`config.mk`:
```
export PLATFORM = sky130hd
export DESIGN_NAME = fpd_skid
export DESIGN_NICKNAME = d
export VERILOG_FILES = /design/src/sv/fpd_pkg.sv /design/src/sv/fpd_skid.sv
export SDC_FILE = /design/constraint.sdc
export NUM_CORES = 1
export LEC_CHECK = 0
export BUFFER_PORTS_ARGS = -buffer_cell sky130_fd_sc_hd__buf_2
export CAP_MARGIN = 20
export CORE_ASPECT_RATIO = 0.9
export CORE_MARGIN = 1
export CORE_UTILIZATION = 57
export CTS_BUF_LIST = sky130_fd_sc_hd__clkbuf_8
export DETAILED_ROUTE_END_ITERATION = 7
export PLACE_DENSITY_LB_ADDON = 0.3
export SYNTH_ARGS = -nofsm -noshare
export SYNTH_HDL_FRONTEND = slang
export SYNTH_SLANG_ARGS = --single-unit
```
`constraint.sdc`:
```
create_clock -name clk -period 6.8 [get_ports clk]
set_input_delay 1.7 -clock clk [delete_from_list [all_inputs] [get_ports clk]]
set_output_delay 1.7 -clock clk [all_outputs]
set_load 0.005 [all_outputs]
```
`src/sv/fpd_pkg.sv`:
```
// Shared types and constants for the fixed-point divider.
`timescale 1ns / 1ps
package fpd_pkg;

  localparam int WORD_W          = 32;
  localparam int FRAC_BITS       = 16;
  // Restoring steps: the whole dividend, then the fraction steps.
  localparam int NUM_W           = WORD_W + FRAC_BITS;
  localparam int STEPS_PER_STAGE = 4;
  localparam int NUM_STAGES      = (NUM_W + STEPS_PER_STAGE - 1) / STEPS_PER_STAGE;
  // Numerator width rounded up to whole stages; leading zero steps change nothing.
  localparam int PAD_W           = NUM_STAGES * STEPS_PER_STAGE;
  localparam int IN_DATA_W       = 2 * WORD_W;

  typedef logic [WORD_W-1:0] word_t;

  // Divider state carried down the pipeline.
  typedef struct packed {
    word_t             rem;
    logic [PAD_W-1:0]  num;
    word_t             quo;
    word_t             den;
    logic              neg;
    logic              dbz;
  } div_state_t;

  // One result item.
  typedef struct packed {
    word_t quo;
    logic  dbz;
  } out_item_t;

endpackage

```
`src/sv/fpd_skid.sv`:
```
// Output register with a skid entry; its ready is a register.
`timescale 1ns / 1ps
module fpd_skid
  import fpd_pkg::*;
(
  input  logic      clk,
  input  logic      rst_n,
  input  logic      push_valid,
  input  out_item_t push_item,
  output logic      push_ready,
  output logic      pop_valid,
  output out_item_t pop_item,
  input  logic      pop_ready
);

  logic      main_valid_r;
  logic      main_valid_nxt;
  out_item_t main_r;
  out_item_t main_nxt;
  logic      skid_valid_r;
  logic      skid_valid_nxt;
  out_item_t skid_r;
  out_item_t skid_nxt;
  logic      take;
  logic      push;

  assign take       = main_valid_r && pop_ready;
  assign push       = push_valid && !skid_valid_r;
  assign push_ready = !skid_valid_r;
  assign pop_valid  = main_valid_r;
  assign pop_item   = main_r;

  always_comb begin
    main_valid_nxt = main_valid_r;
    main_nxt       = main_r;
    skid_valid_nxt = skid_valid_r;
    skid_nxt       = skid_r;
    if (skid_valid_r) begin
      if (take) begin
        main_nxt       = skid_r;
        skid_valid_nxt = 1'b0;
      end
    end else if (push) begin
      if (!main_valid_r || take) begin
        main_nxt       = push_item;
        main_valid_nxt = 1'b1;
      end else begin
        skid_nxt       = push_item;
        skid_valid_nxt = 1'b1;
      end
    end else if (take) begin
      main_valid_nxt = 1'b0;
    end
  end

  always_ff @(posedge clk) begin
    if (!rst_n) begin
      main_valid_r <= 1'b0;
      skid_valid_r <= 1'b0;
    end else begin
      main_valid_r <= main_valid_nxt;
      skid_valid_r <= skid_valid_nxt;
    end
  end

  always_ff @(posedge clk) begin
    main_r <= main_nxt;
    skid_r <= skid_nxt;
  end

endmodule

```
==> reports/results.ini <==
[synth]
syn_inst = 117
ys_seq_area_frac = 0.7879
synth_cell_types = 16
synth_area_per_cell_um2 = 21.93
syn_nets = 154
syn_area_um2 = 2566
yosysWarnings = 0
synth_seq_cells = 68

[grt]
grt_usage = 0.1972
met3_usage = 0.06902
met2_usage = 0.2804
grt_use_met1 = 0.2587
grt_pass1_wl_um = 6437
grt_max_degree = 39
grt_pass1_vias = 1340
busiest_layer = met2
antenna_found_initial = 0
grt_overflow_total = 0

[setup_path]
cp.arrival_ns = 1.63
path_cells = inv_1, buf_2
cp_top_family = flip-flops
crit_type = flop to primary output
cpPeakStageDelay_ns = 1.00
crit_buf_inv = 2
cp_max_fo = 38
crit_path_start_kind = flop
worst-endpoint-required_ns = 5.10
worstSetupEndpointType = primary output
slowest_stage = dfxtp_2

[sta]
rsz0062_at_grt = no
max_freq_mhz = 300.4
final.setup.tns_ns = 0
final_max_slew_viol_count = 0
hold_viol_final = 0
hold_slack_ns = 0.5501
period_needed_ns = 3.329
max_slew_margin = 0.3200
finalSetupViolCount = 0
worstMarginPinSlew_ns = 1.018
setup_ws_ns = 3.471
period_share = 0.4896
skew_ns = 0.005821

[clock_tree]
cts_tree = built
cts_setup_buffers = 0
htreeDepth = 3
cts.sinks = 68
cts.repair.resized = 0
path_clk_slew_ns = 0.07
cts_buffers = 9
clk_latency_ns = 0.33
hold_buffers = 0
cts.path.max_buffers = 2
ctsRootBufferMaster = clkbuf_8

[power]
ir_drop_mv = 0.1701
pwr_density_cell_nw_per_um2 = 277.8
power.leakage_nw = 1.216

[route]
dr_total_vias = 1320
dr.first_iter.drc_count = 106
drt_pass1_iterations = 4
wl_um = 4087
drcViolationCount = 0
antenna_left = 0
viasPerCell = 5.077
post_drt_wl_per_cell_um = 15.72

[placement]
dp_worst_setup_slack_ns = 3.622
place_area_um2 = 2974
gp_congestion = 0.7189
io_buffers = 71
dp_hpwl_um = 2690

[die]
initial_utilization = 0.6133
design.core.area_um2 = 4184
row_count = 22
ioPinCount = 72
dieArea_um2 = 4775
die_h_um = 65.66
die_w_um = 72.73

[layout]
n_antenna_cell = 0
syn2layout_area_growth_pct = 22.92
drive_gt1_frac = 0.6050
final_nets = 233
postLayoutCellArea_um2 = 3154

[run_status]
status = complete, no violations

[run]
cap_viol_max_count = 0

[worst_hold_path]
hp-class = flop to flop

==> synth_stat cells <==
| cell type | instances | area, µm² |
|---|---|---|
| edfxtp_1 | 66 | 1982 |
| mux2_2 | 17 | 191.4 |
| mux2_4 | 16 | 240.2 |
| inv_1 | 3 | 11.26 |
| a21oi_1 | 2 | 10.01 |
| buf_6 | 2 | 22.52 |
| dfxtp_1 | 2 | 40.04 |
| a211oi_1 | 1 | 7.510 |
| and4_1 | 1 | 8.760 |
| buf_2 | 1 | 5.000 |
| buf_8 | 1 | 15.01 |
| mux2i_1 | 1 | 10.01 |
| nand2_1 | 1 | 3.750 |
| nand3b_1 | 1 | 7.510 |
| nor2b_1 | 1 | 6.260 |
| o21ai_1 | 1 | 5.000 |
==> state kept, by name (all words and copies together), names as in the netlist <==
signal,cells
pop_item,33
pop_valid,1
skid_r,33
skid_valid_r,1
==> logic make-up (layout without fill, tap and decap cells) <==
kind of cell / count (synthesis) / count (layout) / synth area share
compound gates: 4 / 4 / 0.008776
buf+inv: 7 / 90 / 0.02096
flops: 68 / 68 / 0.7879
mux: 34 / 34 / 0.1721
simple gates: 4 / 4 / 0.01024
==> cell usage in the layout, fill, tap and decap left out, drive strengths merged <==
cell	instances
buf	72
edfxtp	66
mux2	33
clkbuf	9
clkinv	4
inv	3
a21oi	2
dfxtp	2
mux2i	1
and4	1
a211oi	1
nor2b	1
nand2	1
nand3b	1
o21ai	1
clkinvlp	1
bufinv	1
==> report_power, final <==
part           total [mW]  switching (mW)  internal (mW)
logic              0.0713          0.0307         0.0405
registers           0.503          0.0126          0.490
clock network       0.302           0.138          0.164
==> layout make-up <==
cell class	instances	area, µm²
sequential	68	2023
fill	264	1030
clock inverter	6	56.30
tap	60	75.07
timing repair buffer	72	362.8
inverter	3	11.26
multi-input combinational	42	501.7
clock buffer	9	123.9
==> path summary, 6_finish.rpt <==
path,startpoint,depth (start not counted),to,slack [ns]
max,skid_valid_r,2,push_ready,3.47
min,skid_r[1],1,pop_item[1],0.55
max reg2reg,skid_valid_r,2,pop_item[23],4.34
min reg2reg,skid_r[1],1,pop_item[1],0.55
==> worst reg2reg max path: stages, from the launching register on <==
cell	delay [ns]
dfxtp_2	1.00
mux2i_1	0.25
a21oi_4	0.82
==> per-stage QoR <==
| stage | util | cells | power [mW] |
|---|---|---|---|
| after floorplan | - | 117 | 0.5476 |
| after global placement | 0.7108 | 245 | 0.5805 |
| after detailed placement | 0.7108 | 245 | 0.5840 |
| after CTS | 0.7539 | 260 | 0.8842 |
| after global routing | 0.7539 | 260 | 0.9113 |
| final | 0.7539 | 260 | 0.8761 |
==> per-layer routing <==
layer | vias to the layer above | part of all wire
li1 | 618 | -
met1 | 623 | 0.44
met2 | 66 | 0.46
met3 | 13 | 0.068
met4 | 0 | 0.030
met5 | - | 0
Power figures use the tool's default switching activity.
