===== src/sv/fpd_pkg.sv =====
// Shared types and constants for the fixed-point divider.
`timescale 1ns / 1ps
package fpd_pkg;

  localparam int WORD_W          = 32;
  localparam int FRAC_BITS       = 16;
  // Restoring steps: the whole dividend, then the fraction steps.
  localparam int NUM_W           = WORD_W + FRAC_BITS;
  localparam int STEPS_PER_STAGE = 4;
  localparam int NUM_STAGES      = (NUM_W + STEPS_PER_STAGE - 1) / STEPS_PER_STAGE;
  // Numerator width rounded up to whole stages; leading zero steps change nothing.
  localparam int PAD_W           = NUM_STAGES * STEPS_PER_STAGE;
  localparam int IN_DATA_W       = 2 * WORD_W;

  typedef logic [WORD_W-1:0] word_t;

  // Divider state carried down the pipeline.
  typedef struct packed {
    word_t             rem;
    logic [PAD_W-1:0]  num;
    word_t             quo;
    word_t             den;
    logic              neg;
    logic              dbz;
  } div_state_t;

  // One result item.
  typedef struct packed {
    word_t quo;
    logic  dbz;
  } out_item_t;

endpackage


===== src/sv/fpd_prep.sv =====
// Operand stage: magnitudes, result sign and zero-divisor check.
`timescale 1ns / 1ps
module fpd_prep
  import fpd_pkg::*;
(
  input  logic                 clk,
  input  logic                 rst_n,
  input  logic                 adv,
  input  logic                 in_valid,
  input  logic [IN_DATA_W-1:0] in_data,
  output logic                 valid_r,
  output div_state_t           state_r
);

  word_t      a;
  word_t      b;
  word_t      mag_a;
  word_t      mag_b;
  div_state_t state_nxt;

  assign a = in_data[WORD_W-1:0];
  assign b = in_data[IN_DATA_W-1:WORD_W];

  // Most negative value maps to 2^31, which fits unsigned.
  assign mag_a = a[WORD_W-1] ? (word_t'(0) - a) : a;
  assign mag_b = b[WORD_W-1] ? (word_t'(0) - b) : b;

  always_comb begin
    state_nxt     = '0;
    state_nxt.num = PAD_W'(mag_a) << FRAC_BITS;
    state_nxt.den = mag_b;
    state_nxt.neg = a[WORD_W-1] ^ b[WORD_W-1];
    state_nxt.dbz = (b == '0);
  end

  always_ff @(posedge clk) begin
    if (!rst_n) begin
      valid_r <= 1'b0;
    end else if (adv) begin
      valid_r <= in_valid;
    end
  end

  always_ff @(posedge clk) begin
    if (adv) begin
      state_r <= state_nxt;
    end
  end

endmodule


===== config.mk =====
export PLATFORM = sky130hd
export DESIGN_NAME = fpd_prep
export DESIGN_NICKNAME = d
export VERILOG_FILES = /design/src/sv/fpd_pkg.sv /design/src/sv/fpd_prep.sv
export SDC_FILE = /design/constraint.sdc
export NUM_CORES = 1
export LEC_CHECK = 0
export ABC_AREA = 1
export BUFFER_PORTS_ARGS = -buffer_cell sky130_fd_sc_hd__buf_2
export CAP_MARGIN = 20
export CORE_ASPECT_RATIO = 1.2
export CORE_UTILIZATION = 43
export CTS_CLUSTER_SIZE = 10
export DETAILED_ROUTE_END_ITERATION = 8
export PLACE_DENSITY = 0.77
export SLEW_MARGIN = 20
export SYNTH_ARGS = -nofsm -noshare
export SYNTH_HDL_FRONTEND = slang
export SYNTH_SLANG_ARGS = --single-unit

===== constraint.sdc =====
create_clock -name clk -period 1.2 [get_ports clk]
set_clock_uncertainty 0.1 [all_clocks]
set_input_delay 0.06 -clock clk [delete_from_list [all_inputs] [get_ports clk]]
set_output_delay 0.06 -clock clk [all_outputs]
set_load 0.1 [all_outputs]

==> results.py <==
metrics = {
    "cts": {
        "cts_buffer_depth": 2,
        "numCtsBuffers": 9,
        "cts_sinks": 67,
        "cts_setup_buffers": 0,
        "cts.clk_slew.worst_paths_ns": 0.06,
        "cts_htree_levels": 3,
        "cts_tree": "done",
        "insertion_delay_ns": 0.32,
        "root_buffer": "clkbuf_16",
    },
    "status": {
        "status": "complete, no violations",
    },
    "grt": {
        "track_usage_pct": 22.5,
        "grt_first_pass_wirelength_microns": 19800,
        "grt_max_degree": 37,
        "antenna_found_initial": 0,
        "overflow": 0,
        "grt_pass1_vias": 4326,
    },
    "cells_and_area": {
        "area_delta_synth_final_pct": 56.9,
        "num_antenna_cells": 0,
        "drive_above_1_share_pct": 30.7,
        "nets": 904,
    },
    "floorplanning": {
        "io_pins": 215,
        "die_h_microns": 116,
        "die_w_microns": 97.2,
        "start_util_pct": 44.2,
        "dieArea_sq_mm": 0.0113,
        "num_rows": 41,
        "core_area_sq_mm": 0.0106,
    },
    "synth": {
        "async_reset_ff_share_pct": 0,
        "synthMuxAreaShare_pct": 0,
        "ys_ff_latch": 67,
        "synth_common_cells": "nand2_1, nor2_1, buf_4",
        "synth-adder-area-share_pct": 1.07,
        "synth_top_family_by_area": "simple AND/OR/NAND/NOR gates",
        "netlist.area_leader.share_pct": 42.4,
        "synth-xor-area-share_pct": 5.81,
        "synth_area_sq_mm": 0.00467,
        "synthTopCellsByArea": "edfxtp_1, nand2_1, buf_4, nor2_1, inv_1",
        "ys_seq_area_share_pct": 42.8,
        "synth_cell_type_count": 25,
        "synth-simple-area-share_pct": 30.4,
        "synth_area_leader_cell": "edfxtp_1",
        "synth_compound_area_share_pct": 2.14,
        "syn_inst": 597,
        "yosysMostFrequentCell": "nand2_1",
        "ys.flop_type": "edfxtp_1",
        "syn_avg_cell_area_sq_um": 7.83,
        "yosysWarnings": 0,
        "synth-edff-count": 66,
    },
    "placed_design": {
        "place.gp.congestion": 0.900,
        "hpwl_microns": 9830,
        "io_buffers": 134,
    },
    "worst_setup_path": {
        "critPathMaxFanout": 1,
        "worstPathRequired_ns": 1.04,
        "critPathArrivalTime_ns": 0.96,
        "cp_slowest_cell": "edfxtp_1",
        "critPathTopFamily": "flip-flops",
        "cp-end-kind": "primary output",
        "max_stage_delay_ns": 0.43,
        "startpoint_type": "register",
        "crit_type": "reg -> out",
        "path_buf_inv": 1,
        "crit_chain": "buf_12",
    },
    "timing": {
        "setup_viol": 0,
        "fmax_ghz": 0.895,
        "fin_crit_sh_pct": 93.1,
        "rsz0062_at_grt": "no",
        "maxSlewViolCount": 0,
        "hold_ws_ns": 0.0232,
        "finalHoldViolCount": 0,
        "period_minus_slack_ns": 1.12,
    },
    "drt": {
        "dr.pass1.iters": 5,
        "vias_per_cell": 4.59,
        "wl_microns": 12300,
        "drtIter0Drc": 200,
        "wl_per_cell_microns": 12.8,
        "via_count": 4432,
        "route.detailed.drc": 0,
        "ant_nets": 0,
    },
    "power_and_ir_drop": {
        "p_total_mw": 10.8,
        "cellPowerDensity_mw_per_mm2": 1470,
        "peakVddDrop_v": 0.00110,
        "power_leakage_nw": 3.48,
    },
    "min_path": {
        "hold_class": "in -> reg",
    },
    "run": {
        "maxCapViolations": 0,
    },
}
[logic make-up after synthesis]
group,count (synthesis)
flip-flops,67
buffers and inverters,136
other,1
AND/OR/NAND/NOR,340
AO/OA/AOI/OAI,18
XOR/XNOR,31
adder cells (fa/ha/maj),4
[stage by stage]
stage | cell area, sq um | cells | TNS, ns | utilization [%] | setup WS (ns)
floorplan | 4970 | 676 | 0 | - | 0.00597
global placement | 6780 | 932 | -6.81 | 64.1 | -0.206
detailed placement | 6780 | 932 | -8.30 | 64.1 | -0.249
CTS | 7310 | 966 | 0 | 69.2 | 0.0597
global route | 7330 | 966 | 0 | 69.4 | 0.00551
finish | 7330 | 966 | 0 | 69.4 | 0.0825
[placed cells by master (no fill, tap or decap), types with 4 or more instances in the layout]
master,synthesis,layout
inv_1,49,48
nor2_4,4,4
nor2_1,87,85
o21ai_0,13,13
buf_12,0,68
buf_4,82,79
xnor2_1,17,17
conb_1,1,80
clkbuf_16,0,9
nand4_1,4,4
nand2_2,5,4
nand3b_1,4,4
nand3_1,35,35
xor2_1,14,14
nand2_1,188,188
buf_2,4,67
edfxtp_1,66,66
dlygate4sd3_1,0,18
nor2_2,9,11
[flip-flops by register name (all words and copies together) (netlist names)]
name / flops
state_r: 66
valid_r: 1
[power by group]
group | internal (mW) | leakage (nW) | switching (mW)
Clock | 2.09 | 0.169 | 1.02
Sequential | 2.86 | 0.653 | 0.184
Combinational | 1.29 | 2.66 | 3.36
Total | 6.24 | 3.48 | 4.56
[routing by layer]
layer,wire length [microns],vias up,global-route usage [%]
met3,915,24,5.75
li1,-,2198,-
met4,327,0,10.0
met5,0,-,0
met2,6860,196,43.8
met1,4220,2014,22.5
[layout make-up]
cell class	count	area (sq um)
flip-flops and latches	67	2000
repair buffers	232	2470
well taps	129	161
clock buffers	10	239
fillers	773	3240
multi-input cells	473	2160
clock inverters	6	111
inverters	49	184
[path summary, 6_finish.rpt]
path / slack (ns) / start / end / cells past startpoint
max: 0.08 / state_r[111]$_DFFE_PP_ / state_r[111] / 1
min: 0.02 / in_data[54] / state_r[24]$_DFFE_PP_ / 3
max reg2reg: 0.46 / valid_r$_SDFFE_PN0P_ / valid_r$_SDFFE_PN0P_ / 2
min reg2reg: 0.44 / valid_r$_SDFFE_PN0P_ / valid_r$_SDFFE_PN0P_ / 2
[what timing repair did]
action / 4_1_cts / 5_1_grt
cloned: 0 / 0
hold buffers: 18 / 0
gates resized for setup: 1 / 6
setup endpoints to repair: 1 / 9
endpoints found under the hold margin: 17 / 0
Note: power is estimated with default switching activity, not from simulation.
