## src/sv/fpd_pkg.sv

```systemverilog
// Shared types and constants for the fixed-point divider.
`timescale 1ns / 1ps
package fpd_pkg;

  localparam int WORD_W          = 32;
  localparam int FRAC_BITS       = 16;
  // Restoring steps: the whole dividend, then the fraction steps.
  localparam int NUM_W           = WORD_W + FRAC_BITS;
  localparam int STEPS_PER_STAGE = 4;
  localparam int NUM_STAGES      = (NUM_W + STEPS_PER_STAGE - 1) / STEPS_PER_STAGE;
  // Numerator width rounded up to whole stages; leading zero steps change nothing.
  localparam int PAD_W           = NUM_STAGES * STEPS_PER_STAGE;
  localparam int IN_DATA_W       = 2 * WORD_W;

  typedef logic [WORD_W-1:0] word_t;

  // Divider state carried down the pipeline.
  typedef struct packed {
    word_t             rem;
    logic [PAD_W-1:0]  num;
    word_t             quo;
    word_t             den;
    logic              neg;
    logic              dbz;
  } div_state_t;

  // One result item.
  typedef struct packed {
    word_t quo;
    logic  dbz;
  } out_item_t;

endpackage

```

## src/sv/fpd_post.sv

```systemverilog
// Result stage: applies the sign and forces zero on a zero divisor.
`timescale 1ns / 1ps
module fpd_post
  import fpd_pkg::*;
(
  input  logic       clk,
  input  logic       rst_n,
  input  logic       adv,
  input  logic       in_valid,
  input  div_state_t in_state,
  output logic       valid_r,
  output out_item_t  item_r
);

  out_item_t item_nxt;

  always_comb begin
    item_nxt.dbz = in_state.dbz;
    if (in_state.dbz) begin
      item_nxt.quo = '0;
    end else if (in_state.neg) begin
      item_nxt.quo = word_t'(0) - in_state.quo;
    end else begin
      item_nxt.quo = in_state.quo;
    end
  end

  always_ff @(posedge clk) begin
    if (!rst_n) begin
      valid_r <= 1'b0;
    end else if (adv) begin
      valid_r <= in_valid;
    end
  end

  always_ff @(posedge clk) begin
    if (adv) begin
      item_r <= item_nxt;
    end
  end

endmodule

```

## config.mk

```make
export PLATFORM = sky130hd
export DESIGN_NAME = fpd_post
export DESIGN_NICKNAME = d
export VERILOG_FILES = /design/src/sv/fpd_pkg.sv /design/src/sv/fpd_post.sv
export SDC_FILE = /design/constraint.sdc
export NUM_CORES = 1
export LEC_CHECK = 0
export BUFFER_PORTS_ARGS = -buffer_cell sky130_fd_sc_hd__buf_4
export CAP_MARGIN = 20
export CELL_PAD_IN_SITES_DETAIL_PLACEMENT = 0
export CELL_PAD_IN_SITES_GLOBAL_PLACEMENT = 2
export CORE_ASPECT_RATIO = 0.5
export CORE_MARGIN = 3
export CORE_UTILIZATION = 20
export CTS_CLUSTER_DIAMETER = 60
export DETAILED_ROUTE_END_ITERATION = 10
export PLACE_DENSITY = 0.76
export SLEW_MARGIN = 0
export SYNTH_ARGS = -nofsm -noshare
export SYNTH_HDL_FRONTEND = slang
export SYNTH_SLANG_ARGS = --single-unit
```

## constraint.sdc

```tcl
create_clock -name clk -period 3.16 [get_ports clk]
set_input_delay 0.632 -clock clk [delete_from_list [all_inputs] [get_ports clk]]
set_output_delay 0.632 -clock clk [all_outputs]
set_load 0.05 [all_outputs]
```

==> flow_summary.yaml, run 1 <==
run_status:
  status: "finished, final reports clean"
critical_path:
  critical_path.max_stage_delay_ns: 0.64
  crit_path_end: "item_r[29]"
  timing.critical_path.depth: 7
  crit_fanout: 7
  endpoint_kind: "register"
  list_of_cells_traversed_by_the_critical_path: "buf_4 -> inv_1 -> ha_1 -> or4b_1 -> nor4_4 -> a31oi_1 -> mux2_2"
  worst-path-buf-inv: 2
  timing.reg2reg.setup_slack_ns: 2.57
  destination_of_the_worst_register_to_register_timing_path: "valid_r"
  critPathTopFamily: "simple AND/OR/NAND/NOR gates"
  critical_path.slowest_cell: "sky130_fd_sc_hd__or4b_1"
  timing.critical_path.from: "in_state[34]"
  worstPathRequired_ns: 3.19
  worst_r2r_path_depth: 2
  timing.rr.start: "valid_r"
  timing.critical_path.arrival_ns: 2.66
  timing.setup.critical_path_class: "input port to register"
  startpoint_type: "input port"
placement:
  routabilityCongestion: 0.763
  inst_count_dp: 413
  post-place-ws_ns: 0.242
  port_buffers: 71
  hpwl_mm: 4.53
detailed_routing:
  post-route-drc-count: 0
  routed_wirelength_mm: 6.13
  postRouteAntennaNets: 0
  drtIter0Drc: 119
  vias: 1880
  routed_via_density: 4.47
  detailedRoute.firstPassIterationCount: 4
  wl_per_cell_um: 14.6
clock_tree:
  cts-buffers-inserted: 5
  clk_root_buffer_cell: "sky130_fd_sc_hd__clkbuf_16"
  post-cts-setup-buffers: 0
  clkTransAtPathRegs_ns: 0.06
  cts-htree-levels: 2
  cts_tree: "yes"
  insertion_delay_ns: 0.27
  cts_max_path_buffers: 2
  clock_sinks: 34
  number_of_hold_buffers_added_after_cts: 0
  cts.repair.resized: 0
sta:
  timing.final.setup_violations: 0
  finalHoldViolCount: 0
  unrepaired_setup_endpoints_after_global_routing: "false"
  max-slew-margin-rel: 0.557
  finalWorstPathRequiredPeriod_ns: 2.63
  postLayoutSetupSlackWorst_ns: 0.533
  fin_hold_ws_ns: 0.528
  worst_pin_slew_ns: 0.664
  worst_clock_skew_ns: 0
  final.period_utilization: 0.831
  tns_ns: 0
  maxClockFrequency_mhz: 381
  slew_viol_final: 0
global_routing:
  track_usage: 0.0999
  grt_first_pass_wirelength_mm: 9.80
  grt_antenna_before_repair: 0
  first_global_vias: 1885
  grt_max_degree: 55
  globalRouteOverflowTotal: 0
finish:
  n_antenna_cell: 0
  areaGrowthSynthToFinish_pct: 36.6
  share_of_cells_above_drive_strength_1: 0.370
  nFillCells: 1108
  multi_input_area_um2: 1100
  regArea_um2: 1010
  final_net_count: 431
  post_layout_nonfiller_instances: 421
synth:
  synth-edff-count: 33
  synthesis.instances: 214
  ys_ff_latch: 34
  synth_cell_type_count: 38
  synth.yosys.warnings: 0
  synth.avg_cell_area_um2: 10.2
  netlist.top_cell.by_area: "sky130_fd_sc_hd__edfxtp_1"
  syn-cell-area_um2: 2190
  yosys.area.top_type_share: 0.453
  ys_seq_area_frac: 0.462
  synth_top_cells_by_area: "sky130_fd_sc_hd__edfxtp_1 (45%), sky130_fd_sc_hd__nor2_1 (5.7%), sky130_fd_sc_hd__mux2_2 (5.1%)"
  postSynthNetCount: 365
  synth_top_cells_by_count: "sky130_fd_sc_hd__edfxtp_1 (33), sky130_fd_sc_hd__nor2_1 (33), sky130_fd_sc_hd__nor2b_1 (16)"
  synth_async_sr_flop_share: 0
  yosys_most_used_dff: "sky130_fd_sc_hd__edfxtp_1"
pwr:
  power-per-cell-area_nw_per_um2: 468
  switching_share: 0.317
  leakage_power_nw: 1.14
  seqPwrFrac: 0.397
  vdd_drop_max_v: 0.000174
  clock_power_share: 0.340
  p_sw_w: 0.000443
  power.combinational.fraction: 0.263
  internal_power_w: 0.000957
die:
  coreArea_um2: 10400
  floorplan.io_pins: 184
  starting_density_of_the_core: 0.210
  num_rows: 26
  design.die.area_um2: 12300
  die_width_um: 154
  fp.dieH_um: 80.0
worst_hold_path:
  hp-class: "register to register"
run:
  timing.max_cap.violations: 0
flip-flops by register name (all words and copies together) (netlist names):
name,flops
valid_r,1
item_r,33
area by class of cell:
type                            count  area share
Clock buffer                        6      0.0431
Clock inverter                      2     0.00335
Inverter                            4     0.00502
Multi-Input combinational cell    162       0.369
Sequential cell                    34       0.338
Tap cell                          140      0.0586
Timing Repair Buffer               73       0.183
through the flow:
stage / instance area [um2] / total power (W) / utilization
after floorplan: 2190 / 0.000794 / -
after global placement: 2850 / 0.000932 / 0.273
after detailed placement: 2850 / 0.000938 / 0.273
after CTS: 2990 / 0.00141 / 0.286
after global routing: 2990 / 0.00146 / 0.286
final: 2990 / 0.00140 / 0.286
layer usage:
metal  global-route usage  wire [um]  up-vias
met4               0.0308         71        0
li1                     -          -      929
met1                0.121       2610      906
met5                    0          0        -
met3               0.0260        289        7
met2                0.176       3160       38
placed cells by master (no fill, tap or decap), types with 6 or more instances in the layout:
| master | netlist | routed |
|---|---|---|
| sky130_fd_sc_hd__edfxtp_1 | 33 | 33 |
| sky130_fd_sc_hd__a31oi_1 | 8 | 8 |
| sky130_fd_sc_hd__buf_4 | 0 | 73 |
| sky130_fd_sc_hd__nor2b_1 | 16 | 16 |
| sky130_fd_sc_hd__o21ai_0 | 8 | 8 |
| sky130_fd_sc_hd__nor3_1 | 6 | 6 |
| sky130_fd_sc_hd__mux2_2 | 10 | 10 |
| sky130_fd_sc_hd__a21oi_1 | 9 | 9 |
| sky130_fd_sc_hd__or3_1 | 10 | 10 |
| sky130_fd_sc_hd__xor2_1 | 8 | 8 |
| sky130_fd_sc_hd__nor2_1 | 33 | 33 |
how the worst min path moves through the flow:
stage                start        end  slack [ns]  depth (start not counted)
2_1_floorplan  in_state[0]  item_r[0]        0.73                          0
5_1_grt            valid_r    valid_r        0.56                          2
3_5_place_dp       valid_r    valid_r        0.52                          2
3_3_place_gp       valid_r    valid_r        0.50                          2
6_report           valid_r    valid_r        0.53                          2
4_1_cts            valid_r    valid_r        0.53                          2
cells by family (layout without fill, tap and decap cells):
family / count (synthesis) / count (layout) / share of synthesized area
flops: 34 / 34 / 0.462
xor+xnor: 9 / 9 / 0.0360
buf+inv: 18 / 85 / 0.0343
compound gates: 37 / 37 / 0.118
simple gates: 99 / 99 / 0.263
fa+ha+maj: 1 / 1 / 0.00571
mux: 16 / 16 / 0.0811
power groups by stage:
| stage | sequential (W) | combinational (W) | clock (W) |
|---|---|---|---|
| 4_1_cts | 0.000557 | 0.000373 | 0.000484 |
| 3_5_place_dp | 0.000566 | 0.000372 | 0 |
| 2_1_floorplan | 0.000704 | 0.0000905 | 0 |
| 6_report | 0.000555 | 0.000368 | 0.000477 |
| 3_3_place_gp | 0.000564 | 0.000368 | 0 |
| 5_1_grt | 0.000559 | 0.000396 | 0.000507 |
worst reg2reg max path: cells and delay by family, from the launching register on:
kind,cells,cell delay (ns)
flip-flops,1,0.31
multiplexers,1,0.12
AND/OR/NAND/NOR,1,0.06
(Power assumes the default switching activity.)
==> inputs of run 2 (changes only) <==
CORE_UTILIZATION = 18   (was 20)
PLACE_DENSITY = 0.72   (was 0.76)
clock period = 2.36 ns   (was 3.16 ns; I/O delays follow)
==> flow_summary.yaml, run 2 (synthesized netlist as in run 1, its figures left out) <==
run_status:
  status: "finished, final reports clean"
global_routing:
  globalRouteOverflowTotal: 0
  grt_antenna_before_repair: 0
  first_global_vias: 1988
  grt_first_pass_wirelength_mm: 10.3
  track_usage: 0.0939
  grt_max_degree: 41
detailed_routing:
  routed_wirelength_mm: 6.46
  met1_length_mm: 2.99
  dr_wl_met3_um: 128
  detailedRoute.firstPassIterationCount: 4
  drtIter0Drc: 141
  wl_per_cell_um: 13.8
  vias: 1991
  met2RoutedLength_mm: 3.29
  post-route-drc-count: 0
  routed_via_density: 4.25
  top_layer_used: "met4"
  postRouteAntennaNets: 0
die:
  coreArea_um2: 11400
  fp.dieH_um: 84.0
  design.die.area_um2: 13600
  die_width_um: 162
  starting_density_of_the_core: 0.192
  floorplan.io_pins: 184
  num_rows: 27
placement:
  inst_count_dp: 460
  instance_area_after_placement_um2: 3090
  routabilityCongestion: 0.776
  port_buffers: 71
  hpwl_mm: 4.92
sta:
  unrepaired_setup_endpoints_after_global_routing: "false"
  worst_pin_slew_ns: 0.668
  max-slew-margin-rel: 0.551
  fin_hold_ws_ns: 0.430
  finalHoldViolCount: 0
  timing.final.setup_violations: 0
  slew_viol_final: 0
  final.period_utilization: 0.969
  worst_clock_skew_ns: 0
  tns_ns: 0
  maxClockFrequency_mhz: 437
  finalWorstPathRequiredPeriod_ns: 2.29
pwr:
  p_sw_w: 0.000585
  clock_power_share: 0.331
  fin_total_pwr_w: 0.00189
  power.combinational.fraction: 0.277
  switching_share: 0.309
  internal_power_w: 0.00131
  vdd_drop_max_v: 0.000233
  seqPwrFrac: 0.392
  power-per-cell-area_nw_per_um2: 587
  leakage_power_nw: 1.27
critical_path:
  startpoint_type: "input port"
  worstPathRequired_ns: 2.37
  timing.reg2reg.setup_slack_ns: 1.73
  worst_r2r_path_depth: 2
  timing.setup.critical_path_class: "input port to register"
  endpoint_kind: "register"
  timing.critical_path.arrival_ns: 2.30
  timing.rr.start: "valid_r"
  destination_of_the_worst_register_to_register_timing_path: "valid_r"
  crit_fanout: 5
finish:
  post_layout_nonfiller_instances: 468
  nFillCells: 1231
  largest_registers: "item_r (33), valid_r (1)"
  share_of_cells_above_drive_strength_1: 0.424
  commonest_non_fill_non_tap_cells_in_the_layout: "sky130_fd_sc_hd__buf_4 (101), sky130_fd_sc_hd__nor2_1 (33), sky130_fd_sc_hd__edfxtp_1 (33)"
  n_antenna_cell: 0
  areaGrowthSynthToFinish_pct: 47.4
  final_net_count: 459
  largest_register: "item_r"
  most_common_cell_after_layout_fill_and_taps_aside: "sky130_fd_sc_hd__buf_4"
  final_area_um2: 3230
  max_reg_flops: 33
  regArea_um2: 1010
  multi_input_area_um2: 1110
clock_tree:
  clk_root_buffer_cell: "sky130_fd_sc_hd__clkbuf_16"
  cts_max_path_buffers: 2
  cts-htree-levels: 2
  cts_tree: "yes"
  insertion_delay_ns: 0.27
  clock_sinks: 34
  cts-buffers-inserted: 5
  number_of_hold_buffers_added_after_cts: 0
  clkTransAtPathRegs_ns: 0.05
worst_hold_path:
  timing.hold.worst_path_depth: 2
  timing.hold.worst_endpoint: "valid_r"
  hp-start: "rst_n"
  hp-class: "input port to register"
run:
  timing.max_cap.violations: 0
run 2: changes by cell type in the layout (fill, tap and decap cells not counted):
cell / change
sky130_fd_sc_hd__buf_4: +28
sky130_fd_sc_hd__clkbuf_1: +2
sky130_fd_sc_hd__clkinv_2: -2
sky130_fd_sc_hd__or4b_1: -1
sky130_fd_sc_hd__or4b_4: +1
run 2: power by group through the flow:
stage	Sequential, W	Combinational (W)	Clock [W]
after floorplan	0.000942	0.000121	0
after global placement	0.000754	0.000524	0
after detailed placement	0.000755	0.000528	0
after CTS	0.000742	0.000530	0.000647
after global routing	0.000746	0.000558	0.000675
final	0.000741	0.000525	0.000626
run 2: cell type report:
type / count / area share
inverters: 4 / 0.00465
repair buffers: 101 / 0.235
flip-flops and latches: 34 / 0.313
multi-input cells: 162 / 0.343
well taps: 159 / 0.0617
clock buffers: 8 / 0.0423
run 2: per-stage QoR:
stage / util / setup WS [ns]
4_1_cts: 0.282 / 0.0736
3_3_place_gp: 0.270 / -0.207
2_1_floorplan: - / -0.108
6_report: 0.283 / 0.0726
5_1_grt: 0.283 / 0.0239
3_5_place_dp: 0.270 / -0.200
run 2: worst max-delay path, stage by stage:
cell and delay, ns:
sky130_fd_sc_hd__buf_4 0.11, sky130_fd_sc_hd__or4_4 0.53, sky130_fd_sc_hd__or4_4 0.57, sky130_fd_sc_hd__o41ai_2 0.24, sky130_fd_sc_hd__mux2_1 0.38
run 2: worst max-delay path by stage:
stage	slack, ns	depth (start not counted)	startpoint	endpoint
after global placement	-0.21	5	in_state[44]	item_r[20]
after global routing	0.02	5	in_state[44]	item_r[20]
final	0.07	5	in_state[44]	item_r[20]
after detailed placement	-0.20	8	in_state[34]	item_r[27]
after floorplan	-0.11	5	in_state[44]	item_r[20]
after CTS	0.07	5	in_state[44]	item_r[20]
run 2: routing by layer:
metal / up-vias / GRT usage
li1: 991 / -
met3: 4 / 0.0159
met2: 27 / 0.165
met1: 969 / 0.116
met4: 0 / 0.0325
met5: - / 0
run 2: repair_timing:
action,in CTS,in global routing
buffers inserted,0,0
gates resized for setup,0,1
setup endpoints to repair,0,1
==> inputs of run 3 (changes only) <==
ABC_AREA = 1   (was default)
CORE_UTILIZATION = 16   (was 18)
GPL_TIMING_DRIVEN = 0   (was default)
PLACE_DENSITY = 0.7   (was 0.72)
==> flow_summary.yaml, run 3 <==
critical_path:
  timing.critical_path.arrival_ns: 1.72
  startpoint_type: "input port"
  critical_path.max_stage_delay_ns: 0.20
  list_of_cells_traversed_by_the_critical_path: "buf_4 -> inv_1 -> ha_1 -> nand3_2 -> nor2_1 -> nand2_1 -> nand2_1 -> nand3_1 -> nand2_1 -> nor2_1"
  timing.setup.critical_path_class: "input port to register"
  worstPathRequired_ns: 2.40
  crit_fanout: 6
  critPathMostFrequentCell: "sky130_fd_sc_hd__nand2_1"
  endpoint_kind: "register"
  critical_path.slowest_cell: "sky130_fd_sc_hd__ha_1"
detailed_routing:
  routed_wirelength_mm: 7.31
  drtIter0Drc: 113
  detailedRoute.firstPassIterationCount: 4
  vias: 2168
  postRouteAntennaNets: 0
  routed_via_density: 3.93
  wl_per_cell_um: 13.3
  post-route-drc-count: 0
clock_tree:
  clock_sinks: 34
  insertion_delay_ns: 0.28
  cts-buffers-inserted: 5
  cts-htree-levels: 2
  number_of_hold_buffers_added_after_cts: 0
  clk_root_buffer_cell: "sky130_fd_sc_hd__clkbuf_16"
  cts_tree: "yes"
  cts_max_path_buffers: 2
  post-cts-setup-buffers: 0
  cts.repair.resized: 0
  clkTransAtPathRegs_ns: 0.05
pwr:
  fin_total_pwr_w: 0.00190
  leakage_power_nw: 1.34
  power-per-cell-area_nw_per_um2: 613
  vdd_drop_max_v: 0.000225
sta:
  finalWorstPathRequiredPeriod_ns: 1.68
  final.period_utilization: 0.712
  finalHoldViolCount: 0
  worst_pin_slew_ns: 0.483
  tns_ns: 0
  unrepaired_setup_endpoints_after_global_routing: "false"
  timing.final.setup_violations: 0
  max-slew-margin-rel: 0.678
  worst_clock_skew_ns: 0
  maxClockFrequency_mhz: 595
  slew_viol_final: 0
synth:
  synth_async_sr_flop_share: 0
  ys_ff_latch: 34
  ys_seq_area_frac: 0.458
  synth_top_cells_by_area: "sky130_fd_sc_hd__edfxtp_1 (45%), sky130_fd_sc_hd__nand2_1 (12%), sky130_fd_sc_hd__nor2_1 (12%)"
  postSynthNetCount: 454
  synth_top_cells_by_count: "sky130_fd_sc_hd__nand2_1 (73), sky130_fd_sc_hd__nor2_1 (73), sky130_fd_sc_hd__edfxtp_1 (33)"
  synth.avg_cell_area_um2: 7.29
  synth_cell_type_count: 21
  yosys_most_used_dff: "sky130_fd_sc_hd__edfxtp_1"
  synthesis.instances: 303
  synth-edff-count: 33
  netlist.top_cell.by_area: "sky130_fd_sc_hd__edfxtp_1"
  yosys.area.top_type_share: 0.449
  syn-cell-area_um2: 2210
  synth.yosys.warnings: 0
finish:
  nFillCells: 1496
  post_layout_nonfiller_instances: 552
  share_of_cells_above_drive_strength_1: 0.270
  n_antenna_cell: 0
  largest_register: "item_r"
  commonest_non_fill_non_tap_cells_in_the_layout: "sky130_fd_sc_hd__nand2_1 (73), sky130_fd_sc_hd__nor2_1 (73), sky130_fd_sc_hd__buf_4 (71)"
  max_reg_flops: 33
  largest_registers: "item_r (33), valid_r (1)"
  final_net_count: 532
  areaGrowthSynthToFinish_pct: 40.0
global_routing:
  track_usage: 0.101
  grt_first_pass_wirelength_mm: 11.6
  globalRouteOverflowTotal: 0
  grt_max_degree: 36
  grt_antenna_before_repair: 0
  first_global_vias: 2201
placement:
  routabilityCongestion: 0.779
  port_buffers: 71
  hpwl_mm: 5.77
  inst_count_dp: 544
die:
  floorplan.io_pins: 184
  design.die.area_um2: 15300
  starting_density_of_the_core: 0.169
  die_width_um: 172
  coreArea_um2: 13100
  num_rows: 29
  fp.dieH_um: 89.1
run:
  timing.max_cap.violations: 0
worst_hold_path:
  hp-class: "input port to register"
run_status:
  status: "finished, final reports clean"
==> run 3: final cells by class <==
| cell class | instances | area (um2) | share of cell area |
|---|---|---|---|
| multi-input combinational | 233 | 1040 | 0.337 |
| sequential | 34 | 1010 | 0.327 |
| clock buffer | 6 | 129 | 0.0417 |
| buffer | 6 | 42.5 | 0.0138 |
| tap | 170 | 213 | 0.0688 |
| timing repair buffer | 71 | 533 | 0.172 |
| inverter | 30 | 113 | 0.0364 |
| clock inverter | 2 | 8.76 | 0.00283 |
==> run 3: critical path: cells and delay by family <==
family,cells,cell delay [ns]
and+or+nand+nor,7,0.84
buffers and inverters,2,0.20
adders and majority gates,1,0.20
==> run 3: stage by stage <==
step                      worst slack (ns)  hold slack [ns]  cell area (um2)  utilization
after global placement               0.354            0.531             2950        0.226
after detailed placement             0.351            0.543             2950        0.226
after CTS                            0.645            0.425             3090        0.237
after global routing                 0.504            0.436             3090        0.237
after floorplan                      0.773            0.565             2210            -
final                                0.679            0.432             3090        0.237
==> run 3: cells by family (layout without fill, tap and decap cells) <==
kind of cell    after synthesis  after routing  synth area share
compound gates               39             39            0.0895
flops                        34             34             0.458
fa+ha+maj                     1              1           0.00566
simple gates                193            193             0.377
buf+inv                      36            115            0.0703
==> run 3: layer usage <==
| layer | up-vias | GRT usage | part of all wire |
|---|---|---|---|
| li1 | 1140 | - | - |
| met1 | 990 | 0.130 | 0.49 |
| met2 | 31 | 0.172 | 0.47 |
| met3 | 7 | 0.0252 | 0.036 |
| met4 | 0 | 0.0239 | 0.010 |
| met5 | - | 0 | 0 |
==> run 3: where the power goes <==
part	switching [W]	internal (W)
clock network	0.000267	0.000387
logic	0.000346	0.000158
registers	0.0000148	0.000723
total	0.000628	0.00127
==> run 3: worst paths after layout <==
kind | startpoint | to | slack (ns) | depth (start not counted)
worst max-delay path | in_state[34] | item_r[31] | 0.68 | 10
worst min-delay path | in_valid | valid_r | 0.43 | 3
worst max register to register | valid_r | valid_r | 1.71 | 2
worst min register to register | valid_r | valid_r | 0.55 | 2
